## src/rtl/typewriter_text_reveal_defines.svh

```systemverilog
// assertion macros shared by the rtl
`ifndef TYPEWRITER_TEXT_REVEAL_DEFINES_SVH
`define TYPEWRITER_TEXT_REVEAL_DEFINES_SVH

`ifndef SYNTHESIS
`define TWR_ASSERT(label, clk, rst_n, prop) \
    label: assert property (@(posedge clk) disable iff (!rst_n) (prop)) \
        else $error("assertion failed in typewriter_text_reveal");
`define TWR_ASSERT_NEXT(label, clk, rst_n, cause, effect) \
    label: assert property (@(posedge clk) disable iff (!rst_n) (cause) |=> (effect)) \
        else $error("assertion failed in typewriter_text_reveal");
`else
`define TWR_ASSERT(label, clk, rst_n, prop)
`define TWR_ASSERT_NEXT(label, clk, rst_n, cause, effect)
`endif

`endif

```

## src/rtl/twr_pkg.sv

```systemverilog
package twr_pkg;

    localparam int BUFFER_BYTES = 64;
    localparam int BUF_CAP      = BUFFER_BYTES - 1;
    localparam int ADDR_W       = $clog2(BUFFER_BYTES);
    localparam int LEN_W        = ADDR_W;
    localparam int CUR_W        = ADDR_W + 1;
    localparam int DELAY_W      = 7;
    localparam int FUNC_W       = 2;
    localparam int BYTE_W       = 8;
    localparam int OUT_W        = 6;

    localparam logic [FUNC_W-1:0] FUNC_START  = 2'd0;
    localparam logic [FUNC_W-1:0] FUNC_APPEND = 2'd1;
    localparam logic [FUNC_W-1:0] FUNC_TICK   = 2'd2;

    localparam logic [BYTE_W-1:0]  CODE_SPEED    = 8'h01;
    localparam logic [BYTE_W-1:0]  CODE_FONT     = 8'h02;
    localparam logic [BYTE_W-1:0]  MISSING_PARAM = 8'h02;
    localparam logic [DELAY_W-1:0] RESET_DELAY   = 7'd2;
    localparam int                 CODE_LEN      = 2;

    localparam logic [5:0] SPEED_MASKS [8] = '{
        6'd0, 6'd0, 6'd1, 6'd3, 6'd7, 6'd15, 6'd31, 6'd63
    };

    typedef enum logic [2:0] {
        S_IDLE,
        S_SKIP,
        S_CODE,
        S_PARAM,
        S_ADV,
        S_DONE
    } t_state;

    function automatic logic [DELAY_W-1:0] delay_for_param(input logic [BYTE_W-1:0] param);
        logic [2:0] speed;
        speed = param[2:0] - 3'd1;
        if (speed == 3'd0) begin
            return '0;
        end
        return DELAY_W'(SPEED_MASKS[speed]) + DELAY_W'(1);
    endfunction

endpackage

```

## src/rtl/twr_ifs.sv

```systemverilog
interface twr_in_if;
    logic                          valid;
    logic                          ready;
    logic [twr_pkg::FUNC_W-1:0]    func;
    logic [twr_pkg::BYTE_W-1:0]    data_byte;
    logic                          button_pressed;

    modport source (output valid, output func, output data_byte, output button_pressed,
                    input ready);
    modport sink   (input valid, input func, input data_byte, input button_pressed,
                    output ready);
endinterface

interface twr_out_if;
    logic                          valid;
    logic                          ready;
    logic [twr_pkg::OUT_W-1:0]     revealed_count;
    logic [twr_pkg::OUT_W-1:0]     text_length;
    logic                          done_res;
    logic                          byte_dropped;

    modport source (output valid, output revealed_count, output text_length,
                    output done_res, output byte_dropped, input ready);
    modport sink   (input valid, input revealed_count, input text_length,
                    input done_res, input byte_dropped, output ready);
endinterface

interface twr_cfg_if;
    logic                          valid;
    logic                          ready;
    logic [twr_pkg::DELAY_W-1:0]   data;

    modport source (output valid, output data, input ready);
    modport sink   (input valid, input data, output ready);
endinterface

```

## src/rtl/twr_text_ram.sv

```systemverilog
module twr_text_ram #(
    parameter int DEPTH = 64,
    parameter int WIDTH = 8
) (
    input  logic                     i_clk,
    input  logic                     i_wr_en,
    input  logic [$clog2(DEPTH)-1:0] i_wr_addr,
    input  logic [WIDTH-1:0]         i_wr_data,
    input  logic [$clog2(DEPTH)-1:0] i_rd_addr,
    output logic [WIDTH-1:0]         o_rd_data
);

    logic [WIDTH-1:0] r_mem [DEPTH];
    logic [WIDTH-1:0] r_rd_data;

    always_ff @(posedge i_clk) begin
        if (i_wr_en) begin
            r_mem[i_wr_addr] <= i_wr_data;
        end
        r_rd_data <= r_mem[i_rd_addr];
    end

    assign o_rd_data = r_rd_data;

endmodule

```

## src/rtl/typewriter_text_reveal.sv

```systemverilog
// start, append and unused items go from idle to the done state, which registers the result
// tick: the skip, code and parameter states step over codes at the cursor, the advance state
//   moves it, then the done state registers the result; a fresh tick always runs one code skip
// the next item is accepted only in idle, the cycle after the result is registered
// output stalls hold the result register and keep the item waiting in the done state
// reset (sync) clears length, cursor, timer, fresh/valid flags; both delays to 2; buffer stays
`include "typewriter_text_reveal_defines.svh"

module typewriter_text_reveal (
    input  logic       i_clk,
    input  logic       i_rst_n,
    twr_in_if.sink     i_in,
    twr_out_if.source  o_out,
    twr_cfg_if.sink    i_cfg
);

    twr_pkg::t_state                r_state, n_state;
    logic [twr_pkg::LEN_W-1:0]      r_len, n_len;
    logic [twr_pkg::CUR_W-1:0]      r_cursor, n_cursor;
    logic [twr_pkg::DELAY_W-1:0]    r_delay, n_delay;
    logic [twr_pkg::DELAY_W-1:0]    r_timer, n_timer;
    logic [twr_pkg::DELAY_W-1:0]    r_default;
    logic                           r_fresh, n_fresh;
    logic                           r_skip_fresh, n_skip_fresh;
    logic                           r_button, n_button;
    logic                           r_done, n_done;
    logic                           r_dropped, n_dropped;
    logic                           r_out_valid, n_out_valid;
    logic [twr_pkg::OUT_W-1:0]      r_out_count, n_out_count;
    logic [twr_pkg::OUT_W-1:0]      r_out_len, n_out_len;
    logic                           r_out_done, n_out_done;
    logic                           r_out_dropped, n_out_dropped;

    logic                           in_xfer;
    logic                           buf_full;
    logic                           wr_en;
    logic [twr_pkg::ADDR_W-1:0]     rd_addr;
    logic [twr_pkg::BYTE_W-1:0]     rd_data;
    logic [twr_pkg::CUR_W-1:0]      len_ext;
    logic [twr_pkg::CUR_W-1:0]      cur_p1;
    logic [twr_pkg::CUR_W-1:0]      cur_p2;
    logic [twr_pkg::DELAY_W-1:0]    timer_inc;

    assign in_xfer   = i_in.valid && i_in.ready;
    assign i_in.ready = (r_state == twr_pkg::S_IDLE);
    assign i_cfg.ready = 1'b1;
    assign buf_full  = (r_len == twr_pkg::LEN_W'(twr_pkg::BUF_CAP));
    assign wr_en     = in_xfer && (i_in.func == twr_pkg::FUNC_APPEND) && !buf_full;
    assign len_ext   = twr_pkg::CUR_W'(r_len);
    assign cur_p1    = r_cursor + twr_pkg::CUR_W'(1);
    assign cur_p2    = r_cursor + twr_pkg::CUR_W'(twr_pkg::CODE_LEN);
    assign timer_inc = r_timer + twr_pkg::DELAY_W'(1);
    assign rd_addr   = (r_state == twr_pkg::S_CODE) ? cur_p1[twr_pkg::ADDR_W-1:0]
                                                    : r_cursor[twr_pkg::ADDR_W-1:0];

    twr_text_ram #(
        .DEPTH (twr_pkg::BUFFER_BYTES),
        .WIDTH (twr_pkg::BYTE_W)
    ) u_text_ram (
        .i_clk     (i_clk),
        .i_wr_en   (wr_en),
        .i_wr_addr (r_len),
        .i_wr_data (i_in.data_byte),
        .i_rd_addr (rd_addr),
        .o_rd_data (rd_data)
    );

    always_ff @(posedge i_clk) begin
        if (!i_rst_n) begin
            r_state      <= twr_pkg::S_IDLE;
            r_len        <= '0;
            r_cursor     <= '0;
            r_delay      <= twr_pkg::RESET_DELAY;
            r_timer      <= '0;
            r_default    <= twr_pkg::RESET_DELAY;
            r_fresh      <= 1'b0;
            r_skip_fresh <= 1'b0;
            r_out_valid  <= 1'b0;
        end else begin
            r_state      <= n_state;
            r_len        <= n_len;
            r_cursor     <= n_cursor;
            r_delay      <= n_delay;
            r_timer      <= n_timer;
            r_fresh      <= n_fresh;
            r_skip_fresh <= n_skip_fresh;
            r_out_valid  <= n_out_valid;
            if (i_cfg.valid && i_cfg.ready) begin
                r_default <= i_cfg.data;
            end
        end
    end

    always_ff @(posedge i_clk) begin
        r_button      <= n_button;
        r_done        <= n_done;
        r_dropped     <= n_dropped;
        r_out_count   <= n_out_count;
        r_out_len     <= n_out_len;
        r_out_done    <= n_out_done;
        r_out_dropped <= n_out_dropped;
    end

    always_comb begin
        n_state       = r_state;
        n_len         = r_len;
        n_cursor      = r_cursor;
        n_delay       = r_delay;
        n_timer       = r_timer;
        n_fresh       = r_fresh;
        n_skip_fresh  = r_skip_fresh;
        n_button      = r_button;
        n_done        = r_done;
        n_dropped     = r_dropped;
        n_out_valid   = r_out_valid && !o_out.ready;
        n_out_count   = r_out_count;
        n_out_len     = r_out_len;
        n_out_done    = r_out_done;
        n_out_dropped = r_out_dropped;

        case (r_state)
            twr_pkg::S_IDLE: begin
                if (in_xfer) begin
                    n_done    = (r_cursor >= len_ext);
                    n_dropped = 1'b0;
                    n_state   = twr_pkg::S_DONE;
                    case (i_in.func)
                        twr_pkg::FUNC_START: begin
                            n_len    = '0;
                            n_cursor = '0;
                            n_timer  = '0;
                            n_delay  = r_default;
                            n_fresh  = 1'b1;
                        end
                        twr_pkg::FUNC_APPEND: begin
                            if (buf_full) begin
                                n_dropped = 1'b1;
                            end else begin
                                n_len = r_len + twr_pkg::LEN_W'(1);
                            end
                        end
                        twr_pkg::FUNC_TICK: begin
                            n_button = i_in.button_pressed;
                            if (r_fresh) begin
                                n_skip_fresh = 1'b1;
                                n_state      = twr_pkg::S_SKIP;
                            end else begin
                                n_state = twr_pkg::S_ADV;
                            end
                        end
                        default: begin
                            n_state = twr_pkg::S_DONE;
                        end
                    endcase
                end
            end
            twr_pkg::S_SKIP: begin
                if (r_cursor < len_ext) begin
                    n_state = twr_pkg::S_CODE;
                end else begin
                    n_state = r_skip_fresh ? twr_pkg::S_ADV : twr_pkg::S_DONE;
                end
            end
            twr_pkg::S_CODE: begin
                if (rd_data == twr_pkg::CODE_SPEED) begin
                    if (cur_p1 < len_ext) begin
                        n_state = twr_pkg::S_PARAM;
                    end else begin
                        n_delay  = twr_pkg::delay_for_param(twr_pkg::MISSING_PARAM);
                        n_cursor = cur_p2;
                        n_state  = twr_pkg::S_SKIP;
                    end
                end else if (rd_data == twr_pkg::CODE_FONT) begin
                    n_cursor = cur_p2;
                    n_state  = twr_pkg::S_SKIP;
                end else begin
                    n_state = r_skip_fresh ? twr_pkg::S_ADV : twr_pkg::S_DONE;
                end
            end
            twr_pkg::S_PARAM: begin
                n_delay  = twr_pkg::delay_for_param(rd_data);
                n_cursor = cur_p2;
                n_state  = twr_pkg::S_SKIP;
            end
            twr_pkg::S_ADV: begin
                n_fresh      = 1'b0;
                n_skip_fresh = 1'b0;
                n_done       = (r_cursor >= len_ext);
                n_state      = twr_pkg::S_DONE;
                if (r_cursor < len_ext) begin
                    if (r_button || (r_delay == '0)) begin
                        n_cursor = len_ext;
                    end else if (timer_inc >= r_delay) begin
                        n_timer  = '0;
                        n_cursor = cur_p1;
                        n_state  = twr_pkg::S_SKIP;
                    end else begin
                        n_timer = timer_inc;
                    end
                end
            end
            twr_pkg::S_DONE: begin
                if (!r_out_valid || o_out.ready) begin
                    n_out_valid   = 1'b1;
                    n_out_count   = (r_cursor < len_ext) ? twr_pkg::OUT_W'(r_cursor)
                                                         : twr_pkg::OUT_W'(r_len);
                    n_out_len     = twr_pkg::OUT_W'(r_len);
                    n_out_done    = r_done;
                    n_out_dropped = r_dropped;
                    n_state       = twr_pkg::S_IDLE;
                end
            end
            default: begin
                n_state = twr_pkg::S_IDLE;
            end
        endcase
    end

    assign o_out.valid          = r_out_valid;
    assign o_out.revealed_count = r_out_count;
    assign o_out.text_length    = r_out_len;
    assign o_out.done_res       = r_out_done;
    assign o_out.byte_dropped   = r_out_dropped;

    `TWR_ASSERT(a_cursor_bound, i_clk, i_rst_n, r_cursor <= (len_ext + twr_pkg::CUR_W'(1)))
    `TWR_ASSERT_NEXT(a_busy_after_xfer, i_clk, i_rst_n, in_xfer, r_state != twr_pkg::S_IDLE)
    `TWR_ASSERT_NEXT(a_fresh_cleared, i_clk, i_rst_n, r_state == twr_pkg::S_ADV, !r_fresh)
    `TWR_ASSERT_NEXT(a_out_drains, i_clk, i_rst_n, o_out.valid && o_out.ready && (r_state != twr_pkg::S_DONE), !o_out.valid)

endmodule

```

## src/flat_wrapper.sv

```systemverilog
// flat-port wrapper written by rule: the top's interface ports become plain ports
module typewriter_text_reveal_flat 
  (i_clk, i_rst_n, i_in_valid, i_in_func, i_in_data_byte, i_in_button_pressed, i_in_ready, o_out_valid, o_out_revealed_count, o_out_text_length, o_out_done_res, o_out_byte_dropped, o_out_ready, i_cfg_valid, i_cfg_data, i_cfg_ready);
  twr_in_if i_in_i ();
  twr_out_if o_out_i ();
  twr_cfg_if i_cfg_i ();
  input  logic i_clk;
  input  logic i_rst_n;
  input wire logic [$bits(i_in_i.valid)-1:0] i_in_valid;
  input wire logic [$bits(i_in_i.func)-1:0] i_in_func;
  input wire logic [$bits(i_in_i.data_byte)-1:0] i_in_data_byte;
  input wire logic [$bits(i_in_i.button_pressed)-1:0] i_in_button_pressed;
  output wire logic [$bits(i_in_i.ready)-1:0] i_in_ready;
  output wire logic [$bits(o_out_i.valid)-1:0] o_out_valid;
  output wire logic [$bits(o_out_i.revealed_count)-1:0] o_out_revealed_count;
  output wire logic [$bits(o_out_i.text_length)-1:0] o_out_text_length;
  output wire logic [$bits(o_out_i.done_res)-1:0] o_out_done_res;
  output wire logic [$bits(o_out_i.byte_dropped)-1:0] o_out_byte_dropped;
  input wire logic [$bits(o_out_i.ready)-1:0] o_out_ready;
  input wire logic [$bits(i_cfg_i.valid)-1:0] i_cfg_valid;
  input wire logic [$bits(i_cfg_i.data)-1:0] i_cfg_data;
  output wire logic [$bits(i_cfg_i.ready)-1:0] i_cfg_ready;
  assign i_in_i.valid = i_in_valid;
  assign i_in_i.func = i_in_func;
  assign i_in_i.data_byte = i_in_data_byte;
  assign i_in_i.button_pressed = i_in_button_pressed;
  assign i_in_ready = i_in_i.ready;
  assign o_out_valid = o_out_i.valid;
  assign o_out_revealed_count = o_out_i.revealed_count;
  assign o_out_text_length = o_out_i.text_length;
  assign o_out_done_res = o_out_i.done_res;
  assign o_out_byte_dropped = o_out_i.byte_dropped;
  assign o_out_i.ready = o_out_ready;
  assign i_cfg_i.valid = i_cfg_valid;
  assign i_cfg_i.data = i_cfg_data;
  assign i_cfg_ready = i_cfg_i.ready;
  typewriter_text_reveal u_core (.i_clk(i_clk), .i_rst_n(i_rst_n), .i_in(i_in_i), .o_out(o_out_i), .i_cfg(i_cfg_i));
endmodule
```

## config.mk

```make
export PLATFORM = sky130hd
export DESIGN_NAME = typewriter_text_reveal_flat
export DESIGN_NICKNAME = d
export VERILOG_FILES = /design/src/rtl/twr_pkg.sv /design/src/rtl/twr_ifs.sv /design/src/rtl/twr_text_ram.sv /design/src/rtl/typewriter_text_reveal.sv /design/src/flat_wrapper.sv
export VERILOG_INCLUDE_DIRS = /design/src /design/src/rtl
export SDC_FILE = /design/constraint.sdc
export NUM_CORES = 1
export LEC_CHECK = 0
export CAP_MARGIN = 15
export CORE_AREA = 2 2 260 288
export DETAILED_ROUTE_END_ITERATION = 8
export DIE_AREA = 0 0 262 290
export DONT_BUFFER_PORTS = 1
export PLACE_DENSITY_LB_ADDON = 0.2
export SYNTH_ARGS = -nofsm -noshare
export SYNTH_HDL_FRONTEND = slang
export SYNTH_HIERARCHICAL = 1
export SYNTH_SLANG_ARGS = --single-unit
```

## constraint.sdc

```tcl
create_clock -name i_clk -period 2.9 [get_ports i_clk]
set_input_delay 0.435 -clock i_clk [delete_from_list [all_inputs] [get_ports i_clk]]
set_output_delay 0.435 -clock i_clk [all_outputs]
set_load 0.005 [all_outputs]
```

* Yosys cells after proc, flatten, opt, wreduce, memory -nomap -nowiden *
Memories as Yosys holds them, arrays and structs flattened. A register that Yosys moved wholly into a read port is not among the register bits.
Cells that the tools add are included.

word-level totals
  register bits after elaboration = 57
  bits in latches = 0
  RAM bits = 512
  ROM bits = 48
  output and inout port bits = 17
  word-level logic and storage cells = 136
  memories = 2

memories
  memory                   depth  width  read ports  clocked after memory_dff  wr ports  line                text
  u_core.u_text_ram.r_mem  64     8      1           1                         1         twr_text_ram.sv:13  logic [WIDTH-1:0] r_mem [DEPTH];
  (name not given)         8      6      1           0                         0         twr_pkg.sv:42       return DELAY_W'(SPEED_MASKS[speed]) + DELAY_W'(1);

cells by class
  add/sub/neg operators = 6
  multipliers = 0
  divide/modulo/power cells = 0
  $lt $le $gt $ge = 5
  equality and inequality tests = 23
  shift-type cells = 0
  muxes and demuxes = 55
  bitwise logic cells = 1
  reduce and logical (&&, ||, !) cells = 28

operators with widths
  operator               number
  $mux W7                17
  $mux W3                10
  $mux W6                5
  $pmux W7 S4            1
  $pmux W7 S3            1
  $pmux W3 S6            1
  $ne A2 B2 Y1 const B   8
  $add A7 B1 Y7 const B  2
  $lt A7 B6 Y1           2
  $mux W1                14
  $pmux W7 S2            1
  $pmux W6 S2            1
  $reduce_and A5 Y1      2
  $eq A8 B1 Y1 const B   1
  $eq A8 B2 Y1 const B   1
  $reduce_and A2 Y1      4
  $reduce_and A4 Y1      2
  $add A6 B1 Y7 const B  1
  $add A7 B2 Y7 const B  1
  $ge A7 B6 Y1           1
  $ge A7 B7 Y1           1
  $logic_not A7 Y1       1
  $reduce_and A7 Y1      1
  $add A6 B1 Y6 const B  1
  other kinds (23)       38

* Depth between registers and ports, before layout *
  depth in word-level cells = 8
  mapped depth = 13

* Hierarchy *
The synthesis kept the hierarchy.

modules (own cells, without submodules)
  module                  instances  cells an instance  area each (sq um)
  twr_text_ram            1          940                20166.8
  typewriter_text_reveal  1          421                3721.1

* Worst setup path before layout *
OpenSTA, ideal clock, no wires.

  path type = register to register
  start = register u_core.r_state[0]
  end = register u_core.u_text_ram.r_rd_data[3] (netlist: u_core/u_text_ram/o_rd_data[3]) (read register of u_core.u_text_ram.r_mem)
  setup time = 0.135 ns
  data arrival time = 2.772 ns
  slack = -0.007 ns
  stages on the path, launching flop included = 11
  buffers on the path = 4
  period minus slack after synthesis = 2.907 ns
  cell sequence = dfxtp_1 -> clkbuf_1 -> buf_1 -> nor2_1 -> xnor2_1 -> buf_6 -> buf_4 -> mux4_2 -> mux4_2 -> o21ai_1 -> o41ai_1

between the ends
  word-level cells in the longest chain between the ends = 2

RTL lines
  what                                line                          text
  start: declaration                  typewriter_text_reveal.sv:17  twr_pkg::t_state r_state, n_state;
  start signal: assignment            typewriter_text_reveal.sv:70  r_state <= twr_pkg::S_IDLE;
  start signal: assignment            typewriter_text_reveal.sv:80  r_state <= n_state;
  $eq A3 B2 Y1                        typewriter_text_reveal.sv:53  assign rd_addr = (r_state == twr_pkg::S_CODE) ? cur_p1[twr_pkg::ADDR_W-1:0]
  $mux W6                             typewriter_text_reveal.sv:53
  named net u_core.rd_addr (one bit)  typewriter_text_reveal.sv:37  logic [twr_pkg::ADDR_W-1:0] rd_addr;
  end: declaration                    twr_text_ram.sv:14            logic [WIDTH-1:0] r_rd_data;

The timed path passes the listed nets, and every way through them passes these cells.
A chain may end at the register's enable or synchronous reset.

* Worst setup path in the final report *
  start = register u_core.r_state[2]
  end = register u_core.u_text_ram.r_rd_data[2] (netlist: u_core/u_text_ram/o_rd_data[2]) (read register of u_core.u_text_ram.r_mem)

between the ends
  word-level cells in the longest chain between the ends = 2

RTL lines
  what          line
  $eq A3 B2 Y1  typewriter_text_reveal.sv:53
  $mux W6       typewriter_text_reveal.sv:53

No other way between the ends.

==> metrics.txt <==
max cap viols 0; Core ar. around 73000 sq um; Hold Violations, Final 0; Worst Path Arrival roughly 3300 ps; TritonCTS clock tree done; Synth Cell Area between 20000 and 25000 sq um; delay-heaviest family, CP multiplexers; clk slew on worst S/H paths roughly 60 ps; Post-Syn Instances 1361; crit path max fanout 9; Ports 40; Async SR Flop Fraction 0%; CTS H-tree depth 3; share of cells above drive strength 1 30.7%; Final min period ~2800 ps; Worst Path Buf+Inv 3; synth top area cells edfxtp_1, mux4_2, dfxtp_1; max_slew headroom around 30%; # port buffers 0; crit-path max cell delay 460 ps; Chip Width ~260 um; Clk Latency, worst-skew pair 610 ps; clock skew 21.0 ps; Avg WL per Cell about 23 um; top cells by count, synth edfxtp_1, mux4_2, nor2_1, nand2_1, dfxtp_1; Max clock buf depth 3; antenna-violating nets left 0; final worst-path cycle share 95.8%; Initial DRC Count between 900 and 1000; Rows between 100 and 150; Final setup viols 0; leakage between 9 and 10 nW; Vias/cell approximately 5.1; design area ~29000 sq um; Die Ht around 290 um; top-count cell post-synth edfxtp_1; dpl hpwl approximately 40000 um; EDFF count, synth 529; status finished clean; first-pass iteration count of the detailed router 5; Initial Util about a third; DP Area 26400 sq um; Syn Area/Cell around 18 sq um; Worst setup EP type register; Placer Congestion 0.851; final WL between 60000 and 70000 um; RSZ-0062 raised after global routing yes; Max IR drop VDD approximately 460 uV; largest net degree at the start of global routing 65; antenna violations before repair 1; Max Slew Vio Count 0; CP Cell Sequence nand2b_1 -> nor2_2 -> buf_6 -> buf_12 -> mux2_2 -> mux4_2 -> mux2_2 -> a221oi_1 -> buf_4 -> o2bb2ai_1; HP Class in -> reg; Nets 1647; Root Buffer clkbuf_16; Worst-Margin Slew roughly 1000 ps; hold slack final approximately 34 ps; Clock Sink Count 577; vias in the first global route roughly 14000; DRC viols 0; All-Layer GR Usage 16.0%; Top FF cell, synth edfxtp_1; GRT overflow 0; Ant. Diodes 0; via count around 13000; P&R area growth vs syn 23.1%; power density over cell area around 650 nW/um^2; Ys Warns 6; Synth Register Bits 577; Yosys top cell area share about two thirds; Synth Net Count approximately 1400; most used cell along the critical path mux2_2; fmax between 300 and 400 MHz; CP startpoint kind register; Setup Crit Path Kind reg -> reg; Req. time, crit path ~3400 ps; Synth cell types 71; die area around 76000 sq um; Num CTS Buffers 66; Critical-path top delay cell mux2_2; first-pass GRT wire length 89700 um; post-synth top area cell edfxtp_1; post-synthesis sequential area ratio a little over two thirds
## per-layer routing
| metal | vias to the layer above | routed length [um] | track usage [%] |
|---|---|---|---|
| met4 | 2 | 1240 | 5.03 |
| met5 | - | 17 | 0 |
| met2 | 285 | 30900 | 27.2 |
| met1 | 6887 | 26600 | 20.9 |
| li1 | 5912 | - | - |
| met3 | 77 | 2350 | 2.55 |
## report_power, final
| group | internal [mW] | total (mW) | switching [mW] | leakage (nW) |
|---|---|---|---|---|
| combinational | 0.557 | 1.24 | 0.682 | 3.37 |
| clock | 5.34 | 8.70 | 3.37 | 1.09 |
| sequential | 9.14 | 9.19 | 0.0461 | 5.15 |
## flip-flops by register name, summed over array words and instances, names as in the netlist
signal	cells
u_core/o_out.byte_dropped	1
u_core/o_out.done_res	1
u_core/o_out.revealed_count	6
u_core/o_out.text_length	6
u_core/o_out.valid	1
u_core/r_button	1
u_core/r_cursor	7
u_core/r_default	7
u_core/r_delay	7
u_core/r_done	1
u_core/r_dropped	1
u_core/r_fresh	1
u_core/r_len	6
u_core/r_skip_fresh	1
u_core/r_state	3
u_core/r_timer	7
u_core/u_text_ram/o_rd_data	8
u_core/u_text_ram/r_mem	512
## cell families after synthesis
group	after synthesis	synth area share (%)
DFF	577	70.5
and+or+nand+nor	317	6.43
muxes	180	14.2
AOI/OAI and AO/OA	144	4.47
buffers and inverters	91	2.00
adders and majority gates	30	1.57
xor gates and xnor gates	21	0.770
other	1	0.0157
## placed cells by master (no fill, tap or decap), drive strengths merged, types with 8 or more instances in the layout
| cell type | count |
|---|---|
| edfxtp | 529 |
| buf | 223 |
| mux4 | 126 |
| nor2 | 107 |
| clkbuf | 80 |
| nand2 | 73 |
| dfxtp | 48 |
| mux2i | 39 |
| o21ai | 35 |
| nand3 | 32 |
| ha | 30 |
| inv | 26 |
| nor2b | 24 |
| nand2b | 20 |
| clkinv | 20 |
| mux2 | 16 |
| nor3 | 16 |
| xnor2 | 15 |
| bufinv | 12 |
| a21oi | 12 |
| dlygate4sd3 | 10 |
| o22ai | 10 |
| o211ai | 9 |
| a211oi | 9 |
| a221oi | 9 |
| nand4 | 8 |
| and3 | 8 |
| a21o | 8 |
| o221ai | 8 |
## metrics by stage
| step | setup WS (ps) | power (mW) | std cells | TNS (ps) | utilization (%) |
|---|---|---|---|---|---|
| floorplan | 43.9 | 10.0 | 1361 | 0 | - |
| global placement | -241 | 10.4 | 2436 | -409 | 36.2 |
| detailed placement | -198 | 10.4 | 2436 | -261 | 36.2 |
| CTS | 6.95 | 19.3 | 2574 | 0 | 39.8 |
| global route | -15.5 | 19.8 | 2600 | -43.3 | 40.4 |
| finish | 123 | 19.1 | 2600 | 0 | 40.4 |
## final timing paths
path,end,start,depth (start not counted),slack (ps)
hold reg to reg,u_core/o_out.done_res,u_core/r_done,0,430
setup reg to reg,u_core/u_text_ram/o_rd_data[2],u_core/r_state[2],10,120
hold / removal,u_core/r_default[3],i_cfg_valid,2,30
setup / recovery,u_core/u_text_ram/o_rd_data[2],u_core/r_state[2],10,120
## what timing repair did
action | 4_1_cts | 5_1_grt
pin swaps | 0 | 2
setup buffers | 0 | 23
hold buffers | 18 | 0
cloned | 0 | 2
endpoints found under the setup margin | 4 | 159
resized for setup | 5 | 31
hold endpoints to repair | 538 | 0
## cell type report
type	count	area, sq um
Tap cell	954	1190
Timing Repair Buffer	234	2260
Clock inverter	41	543
Multi-Input combinational cell	694	6760
Sequential cell	577	16800
Clock buffer	79	1720
Fill cell	6613	43500
Inverter	21	78.8
Power figures use the tool's default switching activity.
